--- config.mk ---
export PLATFORM = sky130hd
export DESIGN_NAME = rpa_find
export DESIGN_NICKNAME = d
export VERILOG_FILES = /design/src/rtl/rpa_pkg.sv /design/src/rtl/rpa_find.sv
export SDC_FILE = /design/constraint.sdc
export NUM_CORES = 1
export LEC_CHECK = 0
export ABC_AREA = 1
export BUFFER_PORTS_ARGS = -buffer_cell sky130_fd_sc_hd__buf_2
export CORE_AREA = 8 8 45 47
export DETAILED_ROUTE_END_ITERATION = 16
export DIE_AREA = 0 0 53 55
export PLACE_DENSITY = 0.65
export SLEW_MARGIN = 5
export SYNTH_ARGS = -nofsm -noshare
export SYNTH_HDL_FRONTEND = slang
export SYNTH_SLANG_ARGS = --single-unit
--- constraint.sdc ---
create_clock -name vclk -period 1.58
set_input_delay 0.158 -clock vclk [all_inputs]
set_output_delay 0.158 -clock vclk [all_outputs]
set_load 0.02 [all_outputs]
--- src/rtl/rpa_pkg.sv ---
`timescale 1ns / 1ps
// ----------------------------------------------------------------------------
// rpa_pkg
// Shared constants, codes and types of the reference-counted page allocator.
// ----------------------------------------------------------------------------
package rpa_pkg;

  localparam int PAGE_COUNT_DEF = 512;
  localparam int COUNT_BITS_DEF = 8;

  localparam int WORD_BITS = 32;
  localparam int BIT_W     = 5;
  localparam logic [WORD_BITS-1:0] FULL_WORD = 32'hFFFF_FFFF;

  // fixed field widths
  localparam int CMD_W  = 2;
  localparam int IDX_W  = 9;
  localparam int STAT_W = 3;
  localparam int OCNT_W = 8;
  localparam int CFG_W  = 9;

  localparam logic [CMD_W-1:0] CMD_INIT    = 2'd0;
  localparam logic [CMD_W-1:0] CMD_ALLOC   = 2'd1;
  localparam logic [CMD_W-1:0] CMD_ADDREF  = 2'd2;
  localparam logic [CMD_W-1:0] CMD_RELEASE = 2'd3;

  localparam logic [STAT_W-1:0] ST_OK       = 3'd0;
  localparam logic [STAT_W-1:0] ST_NOFREE   = 3'd1;
  localparam logic [STAT_W-1:0] ST_NOTALLOC = 3'd2;
  localparam logic [STAT_W-1:0] ST_SAT      = 3'd3;
  localparam logic [STAT_W-1:0] ST_RANGE    = 3'd4;

  // lowest clear bit of a bitmap word
  typedef struct packed {
    logic             free;
    logic [BIT_W-1:0] pos;
  } find_t;

endpackage

--- src/rtl/rpa_find.sv ---
`timescale 1ns / 1ps
// ----------------------------------------------------------------------------
// rpa_find
// Priority encoder that locates the lowest free page in one bitmap word.
// ----------------------------------------------------------------------------
module rpa_find (
  input  logic [rpa_pkg::WORD_BITS-1:0] word,
  output rpa_pkg::find_t                res
);

  always_comb begin
    res.free = (word != rpa_pkg::FULL_WORD);
    res.pos  = '0;
    for (int i = rpa_pkg::WORD_BITS - 1; i >= 0; i--) begin
      if (!word[i]) begin
        res.pos = rpa_pkg::BIT_W'(i);
      end
    end
  end

endmodule

After elaboration in Yosys (flattened, before gate mapping). Index checks and enable logic that the tools add are counted.

Flip-flop bits (word level): 0. Output and inout port bits: 6. Logic and storage cells: 33.

Eq/ne operators: 1. Multiplexer cells: 32.

Operators with widths (count): 2-to-1 mux 5 bit (32); inequality test 32 bit, second input constant (1).

Longest topological paths before layout.
Depth after elaboration: 32. Depth in mapped cells: 31. Depth with buffers taken out: 31.

Worst setup path before layout. Ideal clock, no wire load.

Path kind: input port to output port. Start point: input port word[31] (netlist name). End point: output port res[0] (netlist name). Data arrival time: 1.648 ns. Setup slack: -0.226 ns. Stages on the path: 31. Cell sequence: inv_1 > nand2_1 > nand2_1 > nand2_1 > nand2_1 > nand2_1 > nand2_1 > nand2_1 > nand2_1 > nand2_1 > nand2_1 > nand2_1 > nand2_1 > nand2_1 > nand2_1 > nand2_1 > nand2_1 > nand2_1 > nand2_1 > nand2_1 > nand2_1 > nand2_1 > nand2_1 > nand2_1 > nand2_1 > nand2_1 > nand2_1 > nand2_1 > nand2_1 > nand2_1 > a21oi_2.

RTL lines: start, declared (RTL line rpa_find.sv:7) `input logic [rpa_pkg::WORD_BITS-1:0] word,`; end, declared (RTL line rpa_find.sv:8) `output rpa_pkg::find_t res`.

==> results.json <==
{
  "switchingPower_uw": 68.7,
  "nFillCells": 172,
  "routabilityCongestion": 0.704,
  "postSynthAreaPerCell_sq_um": 4.21,
  "synthAdderAreaFrac_pct": 0,
  "power_uw": 146,
  "violations": "negative setup slack",
  "min_period_over_period_pct": 131,
  "num_vias": 650,
  "regArea_sq_um": 0,
  "dr.first_iter.drc_count": 11,
  "crit_cells": 33,
  "hold-path-cell-count": 3,
  "power_frac_clock_pct": 0,
  "antenna_cells": 0,
  "p_comb_share_pct": 100.0,
  "synthCells": 80,
  "antenna_found_initial": 0,
  "startpoint_type": "input pin",
  "grt_pass1_vias": 627,
  "switching_share_pct": 47.0,
  "dp.cells": 140,
  "max_stage_delay_ns": 0.13,
  "synth_compound_gate_area_share_pct": 18.2,
  "synthTopCellsByCount": "45 x nand2_1, 12 x nor2_1, 6 x inv_1",
  "worst_pin_slew_ns": 0.244,
  "seq_cells": 0,
  "grt_pass1_wl_mm": 2.19,
  "path_max_fanout": 2,
  "final_cells": 143,
  "synth_nets": 112,
  "final-hold-violation-count": 0,
  "grt_max_degree": 4,
  "die_area_sq_um": 2920,
  "maxSlewHeadroom_pct": 83.6,
  "drive_above_1_share_pct": 40.9,
  "finalWorstSetupSlack_ns": -0.484,
  "core_sq_um": 1380,
  "hold_buffers": 0,
  "maxSlewViolCount": 0,
  "yosysWarnings": 0,
  "critPathArrivalTime_ns": 1.91,
  "initial_core_util_pct": 24.3,
  "utilization_pct": 48.1,
  "synth-simple-area-share_pct": 75.1,
  "routed_wl_mm": 1.44,
  "rsz0062_at_grt": "true",
  "dp_hpwl_mm": 1.19,
  "dpl_worst_slack_ns": -0.563,
  "synth_top_area_share_pct": 50.2,
  "cp.buffers_inverters": 3,
  "num_rows": 14,
  "p_leak_uw": 0.000390,
  "cp_top_family": "simple AND/OR/NAND/NOR gates",
  "synth_top_area_cell": "nand2_1",
  "tns_ns": -0.850,
  "synth_top_family_by_area": "simple AND/OR/NAND/NOR gates",
  "p_int_uw": 77.6,
  "holdCritPathClass": "input pin to primary output",
  "fin_nets": 161,
  "critPathMostFrequentCell": "nand2_1",
  "setup_viol": 2,
  "drc_errors": 0,
  "ir_worst_vdd_v": 0.0000890,
  "grt.total_usage_pct": 9.16,
  "critPathSlowestCell": "buf_6",
  "io_pins": 38,
  "synth.cell_area_sq_um": 337,
  "first_pass_iters": 4,
  "muxShareOfSynthArea_pct": 0,
  "worstSetupPathType": "input pin to primary output",
  "synthTopCellsByArea": "nand2_1 50%, nor2_1 13%, inv_1 6.7%",
  "outcome": "finished with violations",
  "fp.dieH_um": 55,
  "ys_seq_area_share_pct": 0,
  "clockBufferCount": 0,
  "synth_xor_area_share_pct": 0,
  "maxCapViolations": 0,
  "port_buffers": 38,
  "final_antenna_net_count": 0,
  "syn_to_final_growth_pct": 97.8,
  "p_per_area_nw_per_um2": 220,
  "viasPerCell": 4.55,
  "cp-end-kind": "primary output",
  "multi_input_comb_area_sq_um": 329,
  "die_x_um": 53,
  "seqPwrFrac_pct": 0,
  "critPathRequiredTime_ns": 1.42,
  "synth_cell_types": 12,
  "max_freq_mhz": 485,
  "synth_most_common_cell": "nand2_1",
  "grt-ovfl-total": 0,
  "wire_per_inst_um": 10.0,
  "fin_crit_ns": 2.06
}
==> layout by cell type, fill, tap and decap left out, drive strengths merged <==
cell    netlist  layout
a21oi         5       5
a31oi         2       2
buf           0      47
inv           6       6
nand2        45      45
nand3         1       1
nand4         3       3
nor2         12      12
nor3          3       3
o211ai        1       1
o21ai         1       1
o21bai        1       1
==> logic make-up after synthesis <==
logic type / count (synthesis)
buffers and inverters: 6
AO/OA/AOI/OAI: 10
AND/OR/NAND/NOR: 64
==> timing repair <==
item / CTS / global route
setup endpoints to repair: 2 / 2
gates resized for setup: 12 / 1
endpoints found under the hold margin: 0 / 0
buffers inserted: 3 / 0
pin swaps: 11 / 11
==> layout make-up <==
class              count  share of cell area [%]
inverters              6                    3.38
well taps             16                    3.01
multi-input cells     74                    49.4
repair buffers        47                    44.2
==> final timing paths <==
kind  startpoint     end
max     word[31]  res[0]
min      word[1]  res[0]
==> per-layer routing <==
metal | vias up | global-route usage, % | wire length [um]
met4 | 0 | 3.02 | 42
met2 | 24 | 18.8 | 709
met1 | 270 | 7.84 | 521
met3 | 4 | 3.48 | 163
met5 | - | 0 | 0
li1 | 352 | - | -
==> power by group through the flow <==
stage	Sequential (uW)	Combinational (uW)	Clock, uW
2_1_floorplan	0	53.9	0
3_3_place_gp	0	123	0
3_5_place_dp	0	126	0
4_1_cts	0	144	0
5_1_grt	0	163	0
6_report	0	146	0
==> metrics by stage <==
stage | hold slack [ns] | instance area, sq um
final | 0.621 | 666
after global routing | 0.631 | 666
after CTS | 0.620 | 663
after detailed placement | 0.638 | 599
after global placement | 0.632 | 599
after floorplan | 0.373 | 344
No activity file was read; power rests on OpenSTA's default activity.
